File: config.mk
export PLATFORM = sky130hd
export DESIGN_NAME = servo_linear_ramp_step_core
export DESIGN_NICKNAME = d
export VERILOG_FILES = /design/src/hdl/svramp_pkg.sv /design/src/hdl/servo_linear_ramp_step_core.sv /design/src/hdl/svramp_calc.sv /design/src/hdl/svramp_pos_bank.sv
export SDC_FILE = /design/constraint.sdc
export NUM_CORES = 1
export LEC_CHECK = 0
export BUFFER_PORTS_ARGS = -buffer_cell sky130_fd_sc_hd__buf_2
export CAP_MARGIN = 20
export CORE_ASPECT_RATIO = 1.2
export CORE_UTILIZATION = 60
export DETAILED_ROUTE_END_ITERATION = 8
export PLACE_DENSITY = 0.76
export SETUP_SLACK_MARGIN = 0.4
export SYNTH_ARGS = -nofsm -noshare
export SYNTH_HDL_FRONTEND = slang
export SYNTH_SLANG_ARGS = --single-unit
File: constraint.sdc
create_clock -name clk -period 18.8 [get_ports clk]
set_input_delay 3.76 -clock clk [delete_from_list [all_inputs] [get_ports clk]]
set_output_delay 3.76 -clock clk [all_outputs]
set_load 0.05 [all_outputs]
File: src/hdl/svramp_pkg.sv
`timescale 1ns / 1ps
`default_nettype none
// ----------------------------------------------------------------------------
// Servo ramp package
// Shared constants and types for the servo linear ramp step core.
// ----------------------------------------------------------------------------
package svramp_pkg;

	localparam int NUM_MOTORS_DEF = 8;
	localparam int POS_BITS_DEF   = 16;

	localparam int IDX_BITS   = 3;
	localparam int IN_POS_W   = 16;
	localparam int SPEED_W    = 12;
	localparam int PERIOD_W   = 16;
	localparam int PROD_W     = SPEED_W + PERIOD_W;
	localparam int CALC_W     = 34;

	typedef struct packed {
		logic wr_en;
		logic moving;
	} svramp_ctl_t;

endpackage : svramp_pkg
`default_nettype wire

File: src/hdl/servo_linear_ramp_step_core.sv
`timescale 1ns / 1ps
`default_nettype none
// ----------------------------------------------------------------------------
// Servo linear ramp step core
// Steps a per-motor linear position ramp for a bank of servo channels.
// Each request passes the input register and then the result register; one request per cycle while out_stall is low.
// The speed by period product is taken at the input register, and the
// position update runs between that register and the result register.
// Reset clears all stored motor positions to zero and empties the pipeline.
// ----------------------------------------------------------------------------
module servo_linear_ramp_step_core
	import svramp_pkg::*;
#(
	parameter int NUM_MOTORS = NUM_MOTORS_DEF,
	parameter int POS_BITS   = POS_BITS_DEF
) (
	input  wire logic                clk,
	input  wire logic                arst_n,
	input  wire logic                in_valid,
	output logic                     in_stall,
	input  wire logic [IDX_BITS-1:0] motor_index,
	input  wire logic [IN_POS_W-1:0] start_pos,
	input  wire logic [IN_POS_W-1:0] end_pos,
	input  wire logic [SPEED_W-1:0]  speed,
	input  wire logic [PERIOD_W-1:0] period_count,
	input  wire logic                dead_time,
	input  wire logic                stop_request,
	output logic                     out_valid,
	input  wire logic                out_stall,
	output logic                     moving,
	output logic [IN_POS_W-1:0]      position
);

	localparam int                IN_BITS = (POS_BITS < IN_POS_W) ? POS_BITS : IN_POS_W;
	localparam logic [IN_POS_W-1:0] IN_MASK = {IN_POS_W{1'b1}} >> (IN_POS_W - IN_BITS);

	logic                valid_s1;
	logic [IDX_BITS-1:0] idx_s1;
	logic [IN_POS_W-1:0] start_s1;
	logic [IN_POS_W-1:0] end_s1;
	logic [SPEED_W-1:0]  speed_s1;
	logic [PROD_W-1:0]   prod_s1;
	logic                window_s1;
	logic                stop_s1;

	logic                out_valid_q;
	logic                moving_q;
	logic [IN_POS_W-1:0] position_q;

	logic                out_ready;
	logic                s1_ready;
	logic                s1_fire;
	logic                in_fire;

	svramp_ctl_t         ctl;
	logic [POS_BITS-1:0] cur_pos;
	logic [POS_BITS-1:0] new_pos;
	logic [POS_BITS-1:0] after_pos;
	logic                idx_ok;

	assign out_ready = !out_valid_q || !out_stall;
	assign s1_ready  = !valid_s1 || out_ready;
	assign in_stall  = !s1_ready;
	assign in_fire   = in_valid && s1_ready;
	assign s1_fire   = valid_s1 && out_ready;

	always_ff @(posedge clk or negedge arst_n) begin
		if (!arst_n) begin
			valid_s1 <= 1'b0;
		end else if (s1_ready) begin
			valid_s1 <= in_valid;
		end
	end

	always_ff @(posedge clk) begin
		if (in_fire) begin
			idx_s1    <= motor_index;
			start_s1  <= start_pos & IN_MASK;
			end_s1    <= end_pos & IN_MASK;
			speed_s1  <= speed;
			prod_s1   <= PROD_W'(speed) * PROD_W'(period_count);
			window_s1 <= dead_time;
			stop_s1   <= stop_request;
		end
	end

	svramp_pos_bank #(
		.NUM_MOTORS(NUM_MOTORS),
		.POS_BITS  (POS_BITS)
	) u_bank (
		.clk        (clk),
		.arst_n     (arst_n),
		.motor_index(idx_s1),
		.wr_en      (s1_fire && ctl.wr_en),
		.wr_pos     (new_pos),
		.idx_ok     (idx_ok),
		.rd_pos     (cur_pos)
	);

	svramp_calc #(
		.POS_BITS(POS_BITS)
	) u_calc (
		.start_pos   (start_s1),
		.end_pos     (end_s1),
		.speed       (speed_s1),
		.product     (prod_s1),
		.cur_pos     (cur_pos),
		.dead_time   (window_s1),
		.stop_request(stop_s1),
		.ctl         (ctl),
		.new_pos     (new_pos)
	);

	assign after_pos = ctl.wr_en ? new_pos : cur_pos;

	always_ff @(posedge clk or negedge arst_n) begin
		if (!arst_n) begin
			out_valid_q <= 1'b0;
		end else if (out_ready) begin
			out_valid_q <= valid_s1;
		end
	end

	always_ff @(posedge clk) begin
		if (s1_fire) begin
			moving_q   <= idx_ok && ctl.moving;
			position_q <= idx_ok ? IN_POS_W'(after_pos) : '0;
		end
	end

	assign out_valid = out_valid_q;
	assign moving    = moving_q;
	assign position  = position_q;

	a_bad_index_zero: assert property (@(posedge clk) disable iff (!arst_n)
		(s1_fire && !idx_ok) |=> (!moving && position == '0))
		else $error("out-of-range motor did not give a zero result");

	a_closed_window_moving: assert property (@(posedge clk) disable iff (!arst_n)
		(s1_fire && idx_ok && !window_s1) |=> moving)
		else $error("closed dead window did not report moving");

	a_closed_window_keeps: assert property (@(posedge clk) disable iff (!arst_n)
		(s1_fire && idx_ok && !window_s1) |=> position == $past(IN_POS_W'(cur_pos)))
		else $error("closed dead window changed the position");

	a_result_from_s1: assert property (@(posedge clk) disable iff (!arst_n)
		$rose(out_valid) |-> $past(valid_s1))
		else $error("result appeared without a request in the input register");

endmodule : servo_linear_ramp_step_core
`default_nettype wire

File: src/hdl/svramp_calc.sv
`timescale 1ns / 1ps
`default_nettype none
// ----------------------------------------------------------------------------
// Servo ramp step calculation
// Computes the new ramp position of one motor and decides whether the move
// is finished, using exact signed integer arithmetic.
// ----------------------------------------------------------------------------
module svramp_calc
	import svramp_pkg::*;
#(
	parameter int POS_BITS = POS_BITS_DEF
) (
	input  wire logic [IN_POS_W-1:0] start_pos,
	input  wire logic [IN_POS_W-1:0] end_pos,
	input  wire logic [SPEED_W-1:0]  speed,
	input  wire logic [PROD_W-1:0]   product,
	input  wire logic [POS_BITS-1:0] cur_pos,
	input  wire logic                dead_time,
	input  wire logic                stop_request,
	output svramp_ctl_t              ctl,
	output logic [POS_BITS-1:0]      new_pos
);

	logic signed [CALC_W-1:0] s_x;
	logic signed [CALC_W-1:0] e_x;
	logic signed [CALC_W-1:0] p_x;
	logic signed [CALC_W-1:0] v_x;
	logic signed [CALC_W-1:0] c_x;
	logic signed [CALC_W-1:0] tgt;
	logic signed [CALC_W-1:0] nxt;
	logic                     ascend;
	logic                     over;
	logic                     hold;

	assign s_x = signed'(CALC_W'(start_pos));
	assign e_x = signed'(CALC_W'(end_pos));
	assign p_x = signed'(CALC_W'(product));
	assign v_x = signed'(CALC_W'(speed));
	assign c_x = signed'(CALC_W'(cur_pos));

	assign ascend = end_pos > start_pos;
	assign tgt    = ascend ? (s_x + p_x) : (s_x - p_x);
	assign nxt    = ascend ? (tgt + v_x) : (tgt - v_x);
	assign over   = ascend ? ((nxt <<< 1) > ((e_x <<< 1) + v_x))
	                       : ((nxt <<< 1) < ((e_x <<< 1) - v_x));
	assign hold   = stop_request || (ascend ? (c_x >= e_x) : (c_x < e_x));

	always_comb begin
		ctl.wr_en  = 1'b0;
		ctl.moving = 1'b1;
		new_pos    = over ? POS_BITS'(end_pos) : tgt[POS_BITS-1:0];
		if (dead_time) begin
			if (hold) begin
				ctl.moving = 1'b0;
			end else begin
				ctl.wr_en  = 1'b1;
				ctl.moving = !over;
			end
		end
	end

endmodule : svramp_calc
`default_nettype wire

File: src/hdl/svramp_pos_bank.sv
`timescale 1ns / 1ps
`default_nettype none
// ----------------------------------------------------------------------------
// Servo position bank
// Holds the stored position of every motor, with one read and one write
// at the same motor address.
// ----------------------------------------------------------------------------
module svramp_pos_bank
	import svramp_pkg::*;
#(
	parameter int NUM_MOTORS = NUM_MOTORS_DEF,
	parameter int POS_BITS   = POS_BITS_DEF
) (
	input  wire logic                clk,
	input  wire logic                arst_n,
	input  wire logic [IDX_BITS-1:0] motor_index,
	input  wire logic                wr_en,
	input  wire logic [POS_BITS-1:0] wr_pos,
	output logic                     idx_ok,
	output logic [POS_BITS-1:0]      rd_pos
);

	localparam int ADDR_W = (NUM_MOTORS > 1) ? $clog2(NUM_MOTORS) : 1;

	logic [POS_BITS-1:0] pos_q [NUM_MOTORS];
	logic [ADDR_W-1:0]   addr;

	assign idx_ok = 32'(motor_index) < NUM_MOTORS;
	assign addr   = ADDR_W'(motor_index);
	assign rd_pos = idx_ok ? pos_q[addr] : '0;

	always_ff @(posedge clk or negedge arst_n) begin
		if (!arst_n) begin
			for (int i = 0; i < NUM_MOTORS; i++) begin
				pos_q[i] <= '0;
			end
		end else if (wr_en && idx_ok) begin
			pos_q[addr] <= wr_pos;
		end
	end

endmodule : svramp_pos_bank
`default_nettype wire
==> results.txt <==
The final layout net count came out at 2684. The layout has roughly 2800 filler cells. Setup total negative slack on the finished layout was measured at 0 ps. For this run, the leading register cell type out of synthesis is sky130_fd_sc_hd__dfrtp_1. The average routed wire per standard cell came out at 21.37 µm. Counting flops with an async set or reset pin after synthesis yields a share of between 50 and 60%. TritonCTS built the clock tree.

In the post-synthesis netlist, the biggest area contributors are sky130_fd_sc_hd__dfrtp_1 (15%), sky130_fd_sc_hd__fa_1 (13%), sky130_fd_sc_hd__ha_1 (13%). The maximum ir drop on the vdd rail came out at around 0.094 mV. The clock sink count is approximately 220. On the critical path, the stage with the largest delay is an instance of sky130_fd_sc_hd__a31oi_4. The worst setup path is of the flip-flop to flip-flop kind. The I/O pin total came out at 88. The total overflow left after global routing is 0. The total routing resource utilization after global routing came out at between 30% and 40%. The clock transition at the registers of the reported paths came out at 70 ps.

The synthesized area is roughly 22000 µm². The cell chosen for the clock root is sky130_fd_sc_hd__clkbuf_16. The number of port buffers is between 80 and 90. The number of global-route vias before repair was roughly 17000. The met1 track utilization from global routing came out at around two fifths. The power density over the cells came out at roughly 170 nW/µm². The worst-case setup slack after placement is 9003 ps. The residual antenna-violating net count after detailed routing is 0.

The final critical path takes up 50.59% of the cycle. The global routing stage identified its most utilized layer as met2. The path class of the lowest-slack min-delay path is flip-flop to flip-flop. The number of warnings reported in the yosys synthesis log is 0. In this run the core area contains 75 standard-cell rows. For this run, the top clock speed supported by timing is 105.2 MHz.

The number of setup violations in the final report is 0. The worst-case clock skew came out at 29.53 ps. No sink is reached through more buffers than the 3 on the longest clock path.

In the post-route analysis, the smallest setup slack over all paths is roughly 9300 ps. The pin count of the biggest net entering global routing is 77. The longest individual stage delay on the worst path is roughly 750 ps.

The die covers roughly 37000 µm². The insertion delay to the later sink of the worst-skew pair is ~550 ps. The relative slew slack is 23.96%. Summed over all nets, the half-perimeter wirelength after detailed placement is between 40000 and 50000 µm. The flip-flop and latch count after synthesis came out at around 220. The area growth from synthesis to layout came out at 7.812%. The average cell area after synthesis came out at ~9.9 µm². The final number of hold-violating endpoints came to 0. In this run, distinct cell masters in the synthesized netlist total 80. The met3 demand-to-capacity share in global routing is roughly 4.1%. The share of final-layout standard cells stronger than drive strength 1 came out at 14.60%. Once the floorplan was initialized, standard cells occupied between 60% and 70% of the core.

The length of the first detailed-routing pass in iterations came out at 8. The detailed router's first-iteration violation count came out at roughly 1200. Gates resized during post-CTS repair numbered 0. The maximum fanout count along the critical path came out at 33. Setup repair after global routing left no endpoint under its margin.

The top cell types in the final layout, fill and taps aside, are sky130_fd_sc_hd__inv_1 (254), sky130_fd_sc_hd__ha_1 (229), sky130_fd_sc_hd__nand2_1 (209). The analysis attributes to cell leakage a power of 11.30 nW. The multi-input combinational cells in the finished layout cover a total of roughly 14000 µm².

Of the synthesized area, sequential elements account for about 28%. The first-pass GRT wire length came out at 92830 µm. The routed via count divided by cell count came out at about 6.3. The die extent in y is roughly 210 µm.

The largest total area in the synthesized netlist belongs to sky130_fd_sc_hd__dfrtp_1. The synthesized netlist net count is between 2000 and 3000. The count of flip-flops with a built-in enable after synthesis is 94.

The area share of the leading cell type in the synthesized netlist is 15.01%. The worst path needs ~9500 ps of the cycle, external delays included. The depth of the worst register-to-register path is 29.

The number of max-slew violations in the final report came to 0. The required time of the critical path is approximately 19000 ps. The filler-free cell count of the finished design is around 2700. STA classifies the critical path startpoint as a flip-flop. For the pin with the worst max-slew slack, the measured transition is between 1000 and 1500 ps.

The final worst hold slack came out at about 480 ps. The vias after detailed routing came out at ~17000. The buffer count from post-CTS setup fixing came out at 0. The number of antenna violations at the first check in global routing came out at 6. In this run the number of H-tree levels came out at 1. The run finished with clean final reports. The sequential cell area in the final layout is between 6000 and 7000 µm².

In the routed design, unresolved DRC markers number 0. The instance count of the mapped netlist came out at about 2200. Leaving out fill and tap cells, the most frequent cell in the layout is sky130_fd_sc_hd__inv_1. The final wirelength came out at approximately 58000 µm. The number of buffers added by the clock tree synthesis step came out at 24. The horizontal extent of the die came out at approximately 180 µm. The met2 track demand over resource is 56.47%.

The core box area came out at roughly 35000 µm². The type of element capturing the critical path is a flip-flop. The total of hold buffers inserted after clock tree synthesis is 0. The placed instance count is between 2000 and 3000.

At the end of routability-driven placement, the weighted congestion stood at between 1 and 1.5. Along the worst hold path, the cell count comes to 1. The data arrival time of the worst path is slightly below 10000 ps. Across the run, the number of max-cap violations was 0.
==> report_power, final <==
group          switching (mW)  leakage (nW)  internal, mW
logic                    1.62          8.23          1.17
registers              0.0944          2.66         0.690
clock network           0.214         0.406         0.285
==> layer usage <==
metal,part of all wire [%],up-vias
li1,-,7793
met5,0.064,-
met1,39,8364
met4,4.5,6
met3,6.7,179
met2,50,721
==> layout make-up <==
type | instances | area share, %
Antenna cell | 3 | 0.03213
Clock buffer | 30 | 2.844
Clock inverter | 14 | 0.7391
Inverter | 254 | 4.081
Multi-Input combinational cell | 1639 | 61.51
Sequential cell | 224 | 26.01
Tap cell | 462 | 2.474
Timing Repair Buffer | 99 | 2.308
==> sequential cells by signal, indices dropped and copies added, names as in the netlist <==
name,cells
end_s1,16
window_s1,1
idx_s1,3
stop_s1,1
speed_s1,12
out_valid,1
position,16
prod_s1,28
moving,1
valid_s1,1
start_s1,16
u_bank.pos_q,128
==> cells by family after synthesis <==
logic type | share of synthesized area [%]
compound gates | 13.52
fa+ha+maj | 26.53
simple gates | 13.12
buf+inv | 5.912
mux | 8.880
xor+xnor | 4.001
flops | 28.04
==> critical path: cells and delay by family, from the launching register on <==
family / cells / cell delay [ps]
multiplexers: 2 / 740
AO/OA/AOI/OAI: 7 / 2650
AND/OR/NAND/NOR: 13 / 2950
buffers and inverters: 2 / 700
XOR/XNOR: 2 / 580
adder cells (fa/ha/maj): 3 / 1010
flip-flops: 1 / 600
==> worst paths after layout <==
check | start | slack, ps | end
setup / recovery | end_s1[11]$_DFFE_PP_ | 9290 | position[15]$_DFFE_PP_
hold / removal | valid_s1$_DFFE_PN0N_ | 480 | out_valid$_DFFE_PN0P_
setup reg to reg | end_s1[11]$_DFFE_PP_ | 9290 | position[15]$_DFFE_PP_
hold reg to reg | valid_s1$_DFFE_PN0N_ | 480 | out_valid$_DFFE_PN0P_
max in group asynchronous | arst_n | 14110 | u_bank.pos_q[23]$_DFFE_PN0P_
min in group asynchronous | arst_n | 3270 | u_bank.pos_q[35]$_DFFE_PN0P_
==> stage by stage <==
| stage | cell area, µm² | util, % | power (mW) |
|---|---|---|---|
| after floorplan | 21670 | - | 2.883 |
| after global placement | 22490 | 63.74 | 3.458 |
| after detailed placement | 22490 | 63.74 | 3.542 |
| after CTS | 23330 | 66.12 | 4.057 |
| after global routing | 23360 | 66.21 | 4.429 |
| final | 23360 | 66.21 | 4.076 |
==> cells in the mapped netlist (9+ instances only) <==
| master | n |
|---|---|
| sky130_fd_sc_hd__a21oi_1 | 106 |
| sky130_fd_sc_hd__a22oi_1 | 65 |
| sky130_fd_sc_hd__o21bai_1 | 16 |
| sky130_fd_sc_hd__nor4_1 | 9 |
| sky130_fd_sc_hd__and3_1 | 20 |
| sky130_fd_sc_hd__nand2_1 | 209 |
| sky130_fd_sc_hd__nand4_1 | 33 |
| sky130_fd_sc_hd__fa_1 | 144 |
| sky130_fd_sc_hd__clkbuf_1 | 73 |
| sky130_fd_sc_hd__a211oi_1 | 18 |
| sky130_fd_sc_hd__nor2b_1 | 15 |
| sky130_fd_sc_hd__a221oi_1 | 9 |
| sky130_fd_sc_hd__xor2_1 | 22 |
| sky130_fd_sc_hd__edfxtp_1 | 94 |
| sky130_fd_sc_hd__mux2_2 | 152 |
| sky130_fd_sc_hd__o31ai_1 | 10 |
| sky130_fd_sc_hd__o211ai_1 | 9 |
| sky130_fd_sc_hd__and2_1 | 68 |
| sky130_fd_sc_hd__o21a_1 | 20 |
| sky130_fd_sc_hd__dfrtp_1 | 130 |
| sky130_fd_sc_hd__or2_2 | 9 |
| sky130_fd_sc_hd__o21ai_0 | 60 |
| sky130_fd_sc_hd__ha_1 | 229 |
| sky130_fd_sc_hd__nor2_1 | 83 |
| sky130_fd_sc_hd__inv_1 | 254 |
| sky130_fd_sc_hd__a21o_1 | 48 |
| sky130_fd_sc_hd__nand3_1 | 34 |
| sky130_fd_sc_hd__xnor2_1 | 77 |
| sky130_fd_sc_hd__nor3_1 | 27 |
| sky130_fd_sc_hd__nand2b_1 | 21 |
No activity file was read; power rests on OpenSTA's default activity.
